File: src/rtl/assert_macros.svh
// Assertion helpers for the RTL that checks itself.
`ifndef ASSERT_MACROS_SVH
`define ASSERT_MACROS_SVH

// Check a property on every rising edge of clk while rst is low.
`define ASSERT_CLK(label, clk, rst, prop) \
  label: assert property (@(posedge clk) disable iff (rst) (prop)) \
    else $error("assertion failed");

// Check a property on every rising edge of clk, reset included.
`define ASSERT_ALWAYS(label, clk, prop) \
  label: assert property (@(posedge clk) (prop)) \
    else $error("assertion failed");

`endif

File: src/rtl/met_pkg.sv
package met_pkg;

  localparam int FRAC_BITS   = 24;
  localparam int Q_W         = 32;
  localparam int CFG_W       = 24;
  localparam int CFG_IDX_W   = 3;
  localparam int LIM_W       = 11;
  localparam int PPU_W       = 13;
  localparam int ESC_W       = 3;
  localparam int FIELD_W     = 12;
  localparam int QUEUE_DEPTH = 2;

  localparam logic [CFG_IDX_W-1:0] CFG_ORIGIN_REAL     = 3'd0;
  localparam logic [CFG_IDX_W-1:0] CFG_ORIGIN_IMAG     = 3'd1;
  localparam logic [CFG_IDX_W-1:0] CFG_PIXELS_PER_UNIT = 3'd2;
  localparam logic [CFG_IDX_W-1:0] CFG_ITERATION_LIMIT = 3'd3;
  localparam logic [CFG_IDX_W-1:0] CFG_ESCAPE_LIMIT    = 3'd4;
  localparam logic [CFG_IDX_W-1:0] CFG_COLOR_FIRST     = 3'd5;
  localparam logic [CFG_IDX_W-1:0] CFG_COLOR_LAST      = 3'd6;

  typedef struct packed {
    logic [FIELD_W-1:0] column;
    logic [FIELD_W-1:0] row;
  } pixel_t;

  typedef struct packed {
    logic [7:0]       red;
    logic [7:0]       green;
    logic [7:0]       blue;
    logic [LIM_W-1:0] iteration_count;
  } color_t;

  typedef struct packed {
    logic signed [3:0] origin_real;
    logic signed [3:0] origin_imag;
    logic [PPU_W-1:0]  pixels_per_unit;
    logic [LIM_W-1:0]  iteration_limit;
    logic [ESC_W-1:0]  escape_limit;
    logic [CFG_W-1:0]  color_first;
    logic [CFG_W-1:0]  color_last;
  } cfg_t;

  // One classified pixel: its point c and everything the iteration and
  // the gradient need. Channel 0 is red, 1 green, 2 blue.
  typedef struct packed {
    logic signed [Q_W-1:0] cre;
    logic signed [Q_W-1:0] cim;
    logic [LIM_W-1:0]      lim;
    logic [ESC_W-1:0]      esc;
    logic [2:0][7:0]       start;
    logic [2:0][7:0]       step;
  } job_t;

  typedef struct packed {
    logic full;
    logic empty;
  } qstat_t;

endpackage

File: src/rtl/met_front.sv
module met_front #(
  parameter int COORD_BITS     = 12,
  parameter int MAX_ITERATIONS = 1024
) (
  input  logic            clk,
  input  logic            rst,
  input  met_pkg::cfg_t   cfg,
  input  logic            pixel_valid,
  output logic            pixel_stall,
  input  met_pkg::pixel_t pixel,
  input  met_pkg::qstat_t qstat,
  output logic            push,
  output met_pkg::job_t   job
);

  localparam int W     = COORD_BITS + met_pkg::FRAC_BITS;
  localparam int CW    = $clog2(W + 1);
  localparam int REM_W = met_pkg::PPU_W;
  localparam int NL    = 5;
  localparam int SUM_W = (W + 2 > 34) ? W + 2 : 34;
  localparam logic signed [SUM_W-1:0] SAT_MAX = SUM_W'(64'sh7FFF_FFFF);
  localparam logic signed [SUM_W-1:0] SAT_MIN = -SUM_W'(64'sh8000_0000);

  typedef enum logic [1:0] {F_IDLE, F_DIV, F_PUSH} fstate_t;

  fstate_t state;
  logic [CW-1:0] cnt;
  logic [W-1:0] quo [NL];
  logic [REM_W-1:0] rem [NL];
  logic [W-1:0] quo_next [NL];
  logic [REM_W-1:0] rem_next [NL];
  logic [met_pkg::PPU_W-1:0] ppu;
  logic [met_pkg::LIM_W-1:0] lim;
  logic [met_pkg::ESC_W-1:0] esc;
  logic signed [3:0] org_re;
  logic signed [3:0] org_im;
  logic [2:0][7:0] start;
  logic [2:0] neg;

  logic [15:0] col16;
  logic [15:0] row16;
  logic [COORD_BITS-1:0] col_idx;
  logic [COORD_BITS-1:0] row_idx;
  logic [met_pkg::LIM_W-1:0] lim_in;
  logic [2:0][7:0] mag_in;
  logic [2:0] neg_in;
  logic signed [SUM_W-1:0] sum_re;
  logic signed [SUM_W-1:0] sum_im;

  assign col16   = 16'(pixel.column);
  assign row16   = 16'(pixel.row);
  assign col_idx = col16[COORD_BITS-1:0];
  assign row_idx = row16[COORD_BITS-1:0];

  always_comb begin
    lim_in = (cfg.iteration_limit == '0) ? met_pkg::LIM_W'(1) : cfg.iteration_limit;
    if (32'(lim_in) > 32'(MAX_ITERATIONS)) lim_in = met_pkg::LIM_W'(MAX_ITERATIONS);
    for (int c = 0; c < 3; c++) begin
      logic [8:0] diff;
      diff = {1'b0, cfg.color_last[(2-c)*8 +: 8]} - {1'b0, cfg.color_first[(2-c)*8 +: 8]};
      neg_in[c] = diff[8];
      mag_in[c] = diff[8] ? 8'(-diff) : diff[7:0];
    end
  end

  // One restoring step per lane: lanes 0 and 1 divide by the scale,
  // lanes 2 to 4 divide the colour spans by the limit.
  always_comb begin
    for (int l = 0; l < NL; l++) begin
      logic [REM_W:0] trial;
      logic [REM_W:0] dvs;
      logic ge;
      trial = {rem[l], quo[l][W-1]};
      dvs = (l < 2) ? (REM_W + 1)'(ppu) : (REM_W + 1)'(lim);
      ge = trial >= dvs;
      rem_next[l] = ge ? REM_W'(trial - dvs) : REM_W'(trial);
      quo_next[l] = {quo[l][W-2:0], ge};
    end
  end

  always_ff @(posedge clk) begin
    if (rst) begin
      state <= F_IDLE;
      cnt <= '0;
    end else begin
      unique case (state)
        F_IDLE: begin
          if (pixel_valid) begin
            quo[0] <= {col_idx, met_pkg::FRAC_BITS'(0)};
            quo[1] <= {row_idx, met_pkg::FRAC_BITS'(0)};
            for (int c = 0; c < 3; c++) quo[2+c] <= W'(mag_in[c]);
            for (int l = 0; l < NL; l++) rem[l] <= '0;
            ppu <= (cfg.pixels_per_unit == '0) ? met_pkg::PPU_W'(1) : cfg.pixels_per_unit;
            lim <= lim_in;
            esc <= (cfg.escape_limit == '0) ? met_pkg::ESC_W'(1) : cfg.escape_limit;
            org_re <= cfg.origin_real;
            org_im <= cfg.origin_imag;
            for (int c = 0; c < 3; c++) start[c] <= cfg.color_first[(2-c)*8 +: 8];
            neg <= neg_in;
            cnt <= '0;
            state <= F_DIV;
          end
        end
        F_DIV: begin
          for (int l = 0; l < NL; l++) begin
            quo[l] <= quo_next[l];
            rem[l] <= rem_next[l];
          end
          cnt <= cnt + 1'b1;
          if (cnt == CW'(W - 1)) state <= F_PUSH;
        end
        F_PUSH: begin
          if (!qstat.full) state <= F_IDLE;
        end
        default: state <= F_IDLE;
      endcase
    end
  end

  assign pixel_stall = (state != F_IDLE);
  assign push = (state == F_PUSH) && !qstat.full;

  always_comb begin
    sum_re = (SUM_W'(org_re) <<< met_pkg::FRAC_BITS) + $signed(SUM_W'(quo[0]));
    sum_im = (SUM_W'(org_im) <<< met_pkg::FRAC_BITS) + $signed(SUM_W'(quo[1]));
    job.cre = (sum_re > SAT_MAX) ? 32'sh7FFF_FFFF :
              (sum_re < SAT_MIN) ? 32'sh8000_0000 : 32'(sum_re);
    job.cim = (sum_im > SAT_MAX) ? 32'sh7FFF_FFFF :
              (sum_im < SAT_MIN) ? 32'sh8000_0000 : 32'(sum_im);
    job.lim = lim;
    job.esc = esc;
    job.start = start;
    for (int c = 0; c < 3; c++) begin
      job.step[c] = neg[c] ? 8'(-quo[2+c][7:0]) : quo[2+c][7:0];
    end
  end

endmodule

File: config.mk
export PLATFORM = sky130hd
export DESIGN_NAME = met_front
export DESIGN_NICKNAME = d
export VERILOG_FILES = /design/src/rtl/assert_macros.svh /design/src/rtl/met_pkg.sv /design/src/rtl/met_front.sv
export SDC_FILE = /design/constraint.sdc
export NUM_CORES = 1
export LEC_CHECK = 0
export BUFFER_PORTS_ARGS = -buffer_cell sky130_fd_sc_hd__buf_4
export CORE_UTILIZATION = 49
export CTS_CLUSTER_SIZE = 8
export DETAILED_ROUTE_END_ITERATION = 12
export PLACE_DENSITY = 0.72
export SLEW_MARGIN = 15
export SYNTH_ARGS = -nofsm -noshare
export SYNTH_HDL_FRONTEND = slang
export SYNTH_SLANG_ARGS = --single-unit
File: constraint.sdc
create_clock -name clk -period 11.22 [get_ports clk]
set_clock_uncertainty 0.15 [all_clocks]
set_input_delay 0 -clock clk [delete_from_list [all_inputs] [get_ports clk]]
set_output_delay 0 -clock clk [all_outputs]
set_load 0.02 [all_outputs]
==> results_dict.tcl <==
set metrics [dict create \
    slew_violations 0 \
    post-place-ws_ns 7.48 \
    drt.antenna.violating_nets 0 \
    max_cap_viol_count 0 \
    drive_gt1_frac 0.164 \
    hpwl_microns 27500 \
    cts_buffers 45 \
    wirelength_microns 42600 \
    synthesis.nets 2045 \
    setup_tns_ns 0 \
    tightestPinTransition_ns 1.06 \
    synth.area.top_cells "edfxtp_1 49%, ha_1 7.7%, nand2_1 3.3%, nor2_1 3.2%, and2_1 3.0%" \
    powerDensity_nw_per_um2 145 \
    fp.dieW_microns 198 \
    htree_levels 2 \
    grt_max_degree 195 \
    drtIter0Drc 755 \
    max_slew_margin 0.295 \
    antenna_found_initial 0 \
    critPathArrivalTime_ns 3.95 \
    yosysWarningCount 0 \
    final_common_cell "edfxtp_1" \
    cp-end-kind "primary output" \
    leakagePower_nw 9.79 \
    netlist_area_sq_um 18800 \
    synth_seq_cells 315 \
    ir_worst_vdd_uv 117 \
    period_share 0.366 \
    critical_path.max_fanout 30 \
    finalCriticalPeriod_ns 4.10 \
    clockBufferDepth 3 \
    final_core_util 0.620 \
    setup_viol 0 \
    finalHoldViolCount 0 \
    hp-class "input port to flop" \
    gp_congestion 0.862 \
    grt_pass1_wl_microns 69600 \
    netlist_instances 1807 \
    syn2layout_area_growth_pct 24.3 \
    async_flop_share 0 \
    antenna_cells 0 \
    register_area_sq_um 9380 \
    status "finished clean" \
    die_area_sq_um 39300 \
    synthFlopType "edfxtp_1" \
    crit_type "flop to primary output" \
    core_sq_um 37800 \
    drt_drc_violations_left 0 \
    rsz0062_at_grt "false" \
    die_height_microns 198 \
    grt_use_total 0.220 \
    grt_overflow 0 \
    io_buffers 238 \
    clock-root-buffer "clkbuf_16" \
    fmax_ghz 0.244 \
    ioPinCount 240 \
    worst_slack_ns 7.12 \
    multi_input_area_sq_um 8620 \
    syn_area_per_cell_sq_um 10.4 \
    yosysTopAreaCell "edfxtp_1" \
    via_count 14341 \
    clk_latency_ns 0.55 \
    cts_tree "done" \
    wl_per_cell_microns 16.0 \
    nFillCells 3016 \
    critPathRequiredTime_ns 11.07 \
    cts_sinks 315 \
    startpoint_type "flop" \
    final_cell_mix "307 x edfxtp_1, 246 x buf_4, 164 x nand2_1" \
    final_nets 2382 \
    yosysUniqueCellTypes 84 \
    power.total_mw 3.40 \
    synth.yosys.seq_area_share 0.498 \
    rows 71 \
    viasPerCell 5.38 \
    drt_first_pass_iters 5 \
    synth_edf_count 307 \
    grt_pass1_vias 14161 \
    cts.repair.resized 0 \
    clk_pin_slew_ns 0.05 \
    start_util 0.499 \
    netlist.area_leader.share 0.489 \
]
[cell families (layout without fill, tap and decap cells)]
family,after synthesis,in the layout,share of synthesized area
flops,315,315,0.498
buf+inv,223,573,0.0473
simple gates,610,610,0.160
fa+ha+maj,126,126,0.0876
mux,37,37,0.0198
xor+xnor,96,96,0.0454
compound gates,400,400,0.142
[stage by stage]
step                      hold WS, ns  instance area [sq um]  instances
after floorplan               -0.0683                  18800       1807
after global placement         0.0301                  21100       2491
after detailed placement       0.0295                  21100       2491
after CTS                    0.000624                  23400       2668
after global routing          0.00956                  23400       2668
final                          0.0286                  23400       2668
[metal layers]
layer | vias to the layer above | global-route usage | wire (microns)
met5 | - | 0 | 0
met4 | 0 | 0.0678 | 1020
met3 | 75 | 0.0487 | 2720
met2 | 377 | 0.376 | 20100
met1 | 6785 | 0.276 | 18700
li1 | 7104 | - | -
[final cells by class]
type,instances,area share
Clock buffer,58,0.0502
Clock inverter,2,0.000748
Inverter,149,0.0239
Multi-Input combinational cell,1269,0.368
Sequential cell,315,0.400
Tap cell,511,0.0273
Timing Repair Buffer,364,0.130
[synth_stat cells (17+ instances only)]
library cell,n
o31ai_1,17
nor2b_1,46
xnor2_1,65
nor2_1,163
mux2i_1,35
and2_1,91
a21o_1,34
nor3_1,26
o21ai_0,66
a21oi_1,97
inv_1,148
edfxtp_1,307
o21a_1,35
o21ai_1,30
xor2_1,29
nand2_1,164
clkbuf_1,53
ha_1,116
nand3_1,25
nor4_1,17
a211oi_1,23
[what timing repair did]
| item | in CTS | in global routing |
|---|---|---|
| hold buffers | 117 | 0 |
| buffers inserted | 0 | 0 |
| endpoints found under the hold margin | 133 | 0 |
[critical path: stages, from the launching register on]
cell,delay [ns]
edfxtp_1,0.62
ha_1,0.50
a2111oi_4,0.40
inv_2,0.07
o21ba_1,0.22
o21a_1,0.19
nor4_1,0.58
a21oi_4,0.33
o21ai_0,0.30
buf_4,0.19
[state kept, by name (all words and copies together), names as in the netlist]
signal / flops
org_im: 4
state: 2
neg: 3
ppu: 13
quo: 180
rem: 65
lim: 11
job: 24
org_re: 4
cnt: 6
esc: 3
[path summary, 6_finish.rpt]
kind | depth (start not counted) | start | endpoint | slack [ns]
max | 9 | org_im[3]$_DFFE_PP_ | job[68] | 7.12
min | 2 | cfg[44] | job[28]$_DFFE_PP_ | 0.03
max reg2reg | 5 | state[0]$_SDFFE_PP0P_ | rem[0][23]$_SDFFCE_PN0P_ | 7.69
min reg2reg | 2 | cnt[4]$_SDFFE_PP0P_ | cnt[4]$_SDFFE_PP0P_ | 0.35
[power breakdown]
| part | switching [mW] | leakage [nW] | internal, mW |
|---|---|---|---|
| sequential | 0.0384 | 3.04 | 1.38 |
| clock | 0.486 | 0.579 | 0.719 |
| combinational | 0.442 | 6.17 | 0.335 |
| total | 0.966 | 9.79 | 2.44 |
(Power assumes the default switching activity.)
