## src/rtl/assert_macros.svh

```systemverilog
// Assertion helpers for the RTL that checks itself.
`ifndef ASSERT_MACROS_SVH
`define ASSERT_MACROS_SVH

// Check a property on every rising edge of clk while rst is low.
`define ASSERT_CLK(label, clk, rst, prop) \
  label: assert property (@(posedge clk) disable iff (rst) (prop)) \
    else $error("assertion failed");

// Check a property on every rising edge of clk, reset included.
`define ASSERT_ALWAYS(label, clk, prop) \
  label: assert property (@(posedge clk) (prop)) \
    else $error("assertion failed");

`endif

```

## src/rtl/met_pkg.sv

```systemverilog
package met_pkg;

  localparam int FRAC_BITS   = 24;
  localparam int Q_W         = 32;
  localparam int CFG_W       = 24;
  localparam int CFG_IDX_W   = 3;
  localparam int LIM_W       = 11;
  localparam int PPU_W       = 13;
  localparam int ESC_W       = 3;
  localparam int FIELD_W     = 12;
  localparam int QUEUE_DEPTH = 2;

  localparam logic [CFG_IDX_W-1:0] CFG_ORIGIN_REAL     = 3'd0;
  localparam logic [CFG_IDX_W-1:0] CFG_ORIGIN_IMAG     = 3'd1;
  localparam logic [CFG_IDX_W-1:0] CFG_PIXELS_PER_UNIT = 3'd2;
  localparam logic [CFG_IDX_W-1:0] CFG_ITERATION_LIMIT = 3'd3;
  localparam logic [CFG_IDX_W-1:0] CFG_ESCAPE_LIMIT    = 3'd4;
  localparam logic [CFG_IDX_W-1:0] CFG_COLOR_FIRST     = 3'd5;
  localparam logic [CFG_IDX_W-1:0] CFG_COLOR_LAST      = 3'd6;

  typedef struct packed {
    logic [FIELD_W-1:0] column;
    logic [FIELD_W-1:0] row;
  } pixel_t;

  typedef struct packed {
    logic [7:0]       red;
    logic [7:0]       green;
    logic [7:0]       blue;
    logic [LIM_W-1:0] iteration_count;
  } color_t;

  typedef struct packed {
    logic signed [3:0] origin_real;
    logic signed [3:0] origin_imag;
    logic [PPU_W-1:0]  pixels_per_unit;
    logic [LIM_W-1:0]  iteration_limit;
    logic [ESC_W-1:0]  escape_limit;
    logic [CFG_W-1:0]  color_first;
    logic [CFG_W-1:0]  color_last;
  } cfg_t;

  // One classified pixel: its point c and everything the iteration and
  // the gradient need. Channel 0 is red, 1 green, 2 blue.
  typedef struct packed {
    logic signed [Q_W-1:0] cre;
    logic signed [Q_W-1:0] cim;
    logic [LIM_W-1:0]      lim;
    logic [ESC_W-1:0]      esc;
    logic [2:0][7:0]       start;
    logic [2:0][7:0]       step;
  } job_t;

  typedef struct packed {
    logic full;
    logic empty;
  } qstat_t;

endpackage

```

## src/rtl/met_queue.sv

```systemverilog
module met_queue (
  input  logic            clk,
  input  logic            rst,
  input  logic            push,
  input  met_pkg::job_t   push_job,
  input  logic            pop,
  output met_pkg::job_t   head,
  output met_pkg::qstat_t qstat
);

  localparam int DEPTH = met_pkg::QUEUE_DEPTH;
  localparam int PTR_W = (DEPTH > 1) ? $clog2(DEPTH) : 1;
  localparam int CNT_W = $clog2(DEPTH + 1);

  met_pkg::job_t slots [DEPTH];
  logic [PTR_W-1:0] wr_ptr;
  logic [PTR_W-1:0] rd_ptr;
  logic [CNT_W-1:0] count;

  always_ff @(posedge clk) begin
    if (rst) begin
      wr_ptr <= '0;
      rd_ptr <= '0;
      count <= '0;
    end else begin
      if (push) begin
        slots[wr_ptr] <= push_job;
        wr_ptr <= (wr_ptr == PTR_W'(DEPTH - 1)) ? '0 : wr_ptr + 1'b1;
      end
      if (pop) rd_ptr <= (rd_ptr == PTR_W'(DEPTH - 1)) ? '0 : rd_ptr + 1'b1;
      if (push && !pop) count <= count + 1'b1;
      else if (pop && !push) count <= count - 1'b1;
    end
  end

  assign head = slots[rd_ptr];
  assign qstat.full = (count == CNT_W'(DEPTH));
  assign qstat.empty = (count == '0);

endmodule

```

## config.mk

```make
export PLATFORM = sky130hd
export DESIGN_NAME = met_queue
export DESIGN_NICKNAME = d
export VERILOG_FILES = /design/src/rtl/assert_macros.svh /design/src/rtl/met_pkg.sv /design/src/rtl/met_queue.sv
export SDC_FILE = /design/constraint.sdc
export NUM_CORES = 1
export LEC_CHECK = 0
export BUFFER_PORTS_ARGS = -buffer_cell sky130_fd_sc_hd__buf_2
export CORE_MARGIN = 10
export CORE_UTILIZATION = 49
export CTS_BUF_LIST = sky130_fd_sc_hd__clkbuf_4 sky130_fd_sc_hd__clkbuf_8
export DETAILED_ROUTE_END_ITERATION = 16
export GPL_ROUTABILITY_DRIVEN = 0
export MAX_ROUTING_LAYER = met4
export PLACE_DENSITY = 0.89
export SLEW_MARGIN = 40
export SYNTH_ARGS = -nofsm -noshare
export SYNTH_HDL_FRONTEND = slang
export SYNTH_SLANG_ARGS = --single-unit
```

## constraint.sdc

```tcl
create_clock -name clk -period 11.39 [get_ports clk]
set_clock_uncertainty 0.2 [all_clocks]
set_input_delay 2.278 -clock clk [delete_from_list [all_inputs] [get_ports clk]]
set_output_delay 2.278 -clock clk [all_outputs]
set_load 0.01 [all_outputs]
```

==> flow_metrics.tcl, run 1 <==
set metrics [dict create \
    grt_pass1_wl_um 30000 \
    ys_seq_area_frac 0.811 \
    die_w_um 159 \
    timing.final.ws_setup_ps 6520 \
    rows 50 \
    holdBufCountCts 0 \
    fin_setup_tns_ps 0 \
    numCtsBuffers 41 \
    end_kind "output pin" \
    report.final.setup_viol 0 \
    fillers 1326 \
    synth_area_um2 9450 \
    final_cells 1003 \
    yosysWarnings 0 \
    fin_nets 838 \
    p_leak_nw 4.50 \
    ir_drop_uv 109 \
    critPathKind "reg2out" \
    hold_viol 0 \
    rsz0062_at_grt "false" \
    firstDrtPassIters 4 \
    htreeDepth 2 \
    num_io_pins 258 \
    dieArea_um2 25200 \
    avgRoutedWirePerCell_um 19.8 \
    area_delta_synth_final_pct 25.2 \
    period_share 0.428 \
    port_buffers 257 \
    drt_iter0_drc 189 \
    arrival_ps 2400 \
    synth_cell_types 17 \
    placed_cells 924 \
    hold_path.startpoint "rd_ptr" \
    cpPeakStageDelay_ps 690 \
    worst_path_dominant_cell_family "buffers and inverters" \
    synth_compound_area_frac 0.00106 \
    synth_top_family_by_area "multiplexers" \
    via_count 4884 \
    synth_fa_ha_area_frac 0.00132 \
    status "completed" \
    crit_chain "buf_4, mux2_2, buf_2" \
    clockBufferDepth 3 \
    cts.sinks 257 \
    core_um2 18800 \
    hpwl_um 13800 \
    antenna_found_initial 4 \
    slew_headroom 0.458 \
    ys_seq_elements 257 \
    dpl-instance-area_um2 11100 \
    synth-xor-area-share 0.00371 \
    multi_input_area_um2 1690 \
    crit_buf_inv 2 \
    maxCapViolCount 0 \
    syn_avg_cell_area_um2 22.8 \
    ys.flop_type "edfxtp_1" \
    dieHeight_um 159 \
    vias_per_cell 4.87 \
    clkTransAtPathRegs_ps 60 \
    tritoncts "yes" \
    yosys.area_share.simple 0.00503 \
    crit_slowest_cell "buf_4" \
    crit_fanout 58 \
    pre_cts_ws_ps 6800 \
    cp.required_ps 8910 \
    power_density_nw_per_um2 170 \
    start_util 0.502 \
    overflow 0 \
    hp-class "reg2reg" \
    grt.total_usage 0.154 \
    drc 0 \
    syn-num-nets 545 \
    clock_latency_ps 510 \
    startpoint_type "flop" \
    drv_slew 0 \
    synthArstFlopShare 0 \
    synth_cells 414 \
    drive_gt1_frac 0.617 \
    final_area_um2 11800 \
    synth_edf_count 252 \
    cts_root_buf "clkbuf_8" \
    yosys-mux-area-fraction 0.166 \
    grt_pass1_vias 5463 \
    worst_pin_slew_ps 813 \
    postRouteAntennaNets 0 \
    reg2reg_from "wr_ptr" \
    grt_max_degree 87 \
    cts_resized 0 \
    drt-total-wl_um 19800 \
    cts_setup_buffers 0 \
    seqCellArea_um2 7670 \
    min_period_ps 4870 \
    max_freq_mhz 205 \
]
-- worst register-to-register path, delay by kind of cell, from the launching register on --
family | cells | cell delay, ps
buffers and inverters | 1 | 690
AND/OR/NAND/NOR | 1 | 660
flip-flops | 1 | 420
-- metrics by stage --
stage | power (mW) | hold WS [ps] | util
floorplan | 1.23 | 261 | -
global placement | 1.31 | 285 | 0.585
detailed placement | 1.32 | 311 | 0.588
CTS | 2.04 | 326 | 0.628
global route | 2.10 | 351 | 0.629
finish | 2.02 | 322 | 0.629
-- metal layers --
layer | vias to the layer above | track usage | routed length [µm]
li1 | 2256 | - | -
met4 | 0 | 0.0539 | 439
met2 | 215 | 0.261 | 10300
met5 | - | - | 0
met3 | 32 | 0.0560 | 1550
met1 | 2381 | 0.163 | 7570
-- cells in the final DEF, fill, tap and decap left out --
cell / count
xnor2_1: 2
or3_1: 1
inv_1: 1
mux2_4: 40
a21oi_1: 1
buf_2: 257
clkbuf_8: 44
nor2_1: 5
buf_4: 4
clkinv_2: 8
mux2_2: 86
clkbuf_4: 10
dfxtp_1: 4
nor3b_4: 1
nor2b_1: 1
diode_2: 5
dfxtp_4: 1
buf_16: 1
and3b_4: 1
clkinvlp_4: 1
edfxtp_1: 252
clkinv_1: 12
buf_12: 1
ha_1: 1
o21ai_0: 1
xor2_1: 2
-- layout make-up --
| class | instances | share of cell area |
|---|---|---|
| Clock inverter | 21 | 0.00782 |
| Sequential cell | 257 | 0.648 |
| Clock buffer | 53 | 0.0563 |
| Multi-Input combinational cell | 142 | 0.143 |
| Tap cell | 260 | 0.0275 |
| Inverter | 1 | 0.000317 |
| Antenna cell | 5 | 0.00106 |
| Timing Repair Buffer | 264 | 0.116 |
-- synth_stat cells, types with 2 or more instances --
library cell	n	area, µm²
buf_6	6	67.6
mux2_4	40	601
xnor2_1	2	17.5
nor2_1	5	18.8
buf_2	8	40.0
dfxtp_1	5	100
xor2_1	2	17.5
edfxtp_1	252	7570
mux2_2	86	968
-- where the power goes --
part | switching, mW | internal (mW) | total, mW
Sequential | 0.0138 | 1.08 | 1.10
Combinational | 0.101 | 0.0995 | 0.201
Clock | 0.336 | 0.383 | 0.719
-- logic make-up after synthesis --
group	count (synthesis)
XOR/XNOR	4
multiplexers	126
AND/OR/NAND/NOR	9
buffers and inverters	15
AO/OA/AOI/OAI	2
adder cells (fa/ha/maj)	1
flip-flops	257
-- path summary, 6_finish.rpt --
kind | endpoint | slack, ps | depth (start not counted)
max | head[47] | 6520 | 3
min | rd_ptr | 320 | 2
max reg2reg | slots[1][8] | 8920 | 2
min reg2reg | rd_ptr | 320 | 2
-- sequential cells by signal, indices dropped and copies added (netlist names), named ones only --
| signal | count |
|---|---|
| slots | 252 |
| count | 2 |
| rd_ptr | 1 |
| wr_ptr | 1 |
No activity file was read; power rests on OpenSTA's default activity.
==> inputs of run 2 (changes only) <==
clock period = 4.3 ns   (was 11.39 ns; I/O delays follow)
==> run 2 against run 1 <==
Total power grew to 2.7 times the previous value. Sequential power grew to 2.6 times the previous value. First-iteration DRC count grew 21%. Critical endpoint is now head[12].
==> flow_metrics.tcl, run 2 (synthesized netlist as in run 1, its figures left out) <==
set metrics [dict create \
    crit_fanout 38 \
    final_common_cell "buf_2" \
    via_count 4854 \
    p_total_mw 5.46 \
    pre_cts_ws_ps 1460 \
    grt_pass1_wl_um 30100 \
    overflow 0 \
    holdWs_ps 322 \
    rsz0062_at_grt "false" \
    grt_pass1_vias 5462 \
    crit_chain "buf_4, mux2_2, buf_2" \
    cts_root_buf "clkbuf_8" \
    slew_headroom 0.476 \
    avgRoutedWirePerCell_um 19.5 \
    status "completed" \
    ir_drop_uv 325 \
    grt.total_usage 0.155 \
    holdBufCountCts 0 \
    p_leak_nw 4.53 \
    largest_reg_flops 252 \
    final_area_um2 11900 \
    numCtsBuffers 42 \
    vias_per_cell 4.83 \
    postRouteAntennaNets 0 \
    clkTransAtPathRegs_ps 60 \
    hp-class "reg2reg" \
    core_um2 18800 \
    final_cells 1005 \
    arrival_ps 2310 \
    area_delta_synth_final_pct 25.9 \
    placed_cells 925 \
    port_buffers 257 \
    startpoint_type "flop" \
    cts.sinks 257 \
    power_density_nw_per_um2 458 \
    drv_slew 0 \
    report.final.setup_viol 0 \
    hold_viol 0 \
    rows 50 \
    timing.final.ws_setup_ps 929 \
    fin_setup_tns_ps 0 \
    cp.required_ps 3240 \
    tritoncts "yes" \
    drc 0 \
    dieArea_um2 25200 \
    htreeDepth 2 \
    cts_setup_buffers 0 \
    num_io_pins 258 \
    largest_registers "slots x252, count x2" \
    maxCapViolCount 0 \
    dpl-instance-area_um2 11100 \
    crit_buf_inv 2 \
    crit_slowest_cell "dfxtp_4" \
    layout_common_cells "buf_2, edfxtp_1, mux2_2" \
    max_flop_register "slots" \
    clockBufferDepth 3 \
    end_kind "output pin" \
    drive_gt1_frac 0.612 \
    worst_path_dominant_cell_family "flip-flops" \
    firstDrtPassIters 4 \
    max_freq_mhz 297 \
    grt_max_degree 81 \
    antenna_found_initial 2 \
    utilization 0.632 \
    period_share 0.784 \
    drt_iter0_drc 228 \
    drt-total-wl_um 19600 \
    critPathKind "reg2out" \
    clock_latency_ps 510 \
    die_w_um 159 \
    cts_resized 0 \
    dieHeight_um 159 \
    hpwl_um 13700 \
    cpPeakStageDelay_ps 780 \
    fin_nets 840 \
    start_util 0.502 \
    worst_pin_slew_ps 785 \
    min_period_ps 3370 \
]
-- run 2: path summary, 6_finish.rpt --
kind	from	end	slack [ps]	cells past startpoint
setup reg to reg	wr_ptr	slots[1][73]	2390	2
setup / recovery	flop	head[12]	930	3
hold reg to reg	count[1]	count[1]	320	2
hold / removal	count[1]	count[1]	320	2
-- run 2: metal layers --
metal | track usage | vias to the layer above | part of all wire
li1 | - | 2263 | -
met1 | 0.173 | 2355 | 0.40
met2 | 0.257 | 203 | 0.51
met3 | 0.0493 | 33 | 0.072
met4 | 0.0569 | 0 | 0.020
met5 | - | - | 0
-- run 2: area by class of cell --
class | count | area, µm²
Sequential cell | 257 | 7670
Fill cell | 1318 | 6930
Multi-Input combinational cell | 142 | 1690
Timing Repair Buffer | 265 | 1380
Clock buffer | 52 | 672
Tap cell | 260 | 325
Clock inverter | 26 | 159
Antenna cell | 2 | 5.00
Inverter | 1 | 3.75
-- run 2: tightest hold or removal path, cell delays in order, from the launching register on --
cell	delay [ps]
dfxtp_1	330
o21ai_0	80
a21oi_1	60
-- run 2: power breakdown --
group	total [mW]	internal (mW)	leakage, nW	switching (mW)
Sequential	2.91	2.86	2.36	0.0432
Combinational	0.522	0.261	1.74	0.261
Clock	2.03	1.15	0.438	0.877
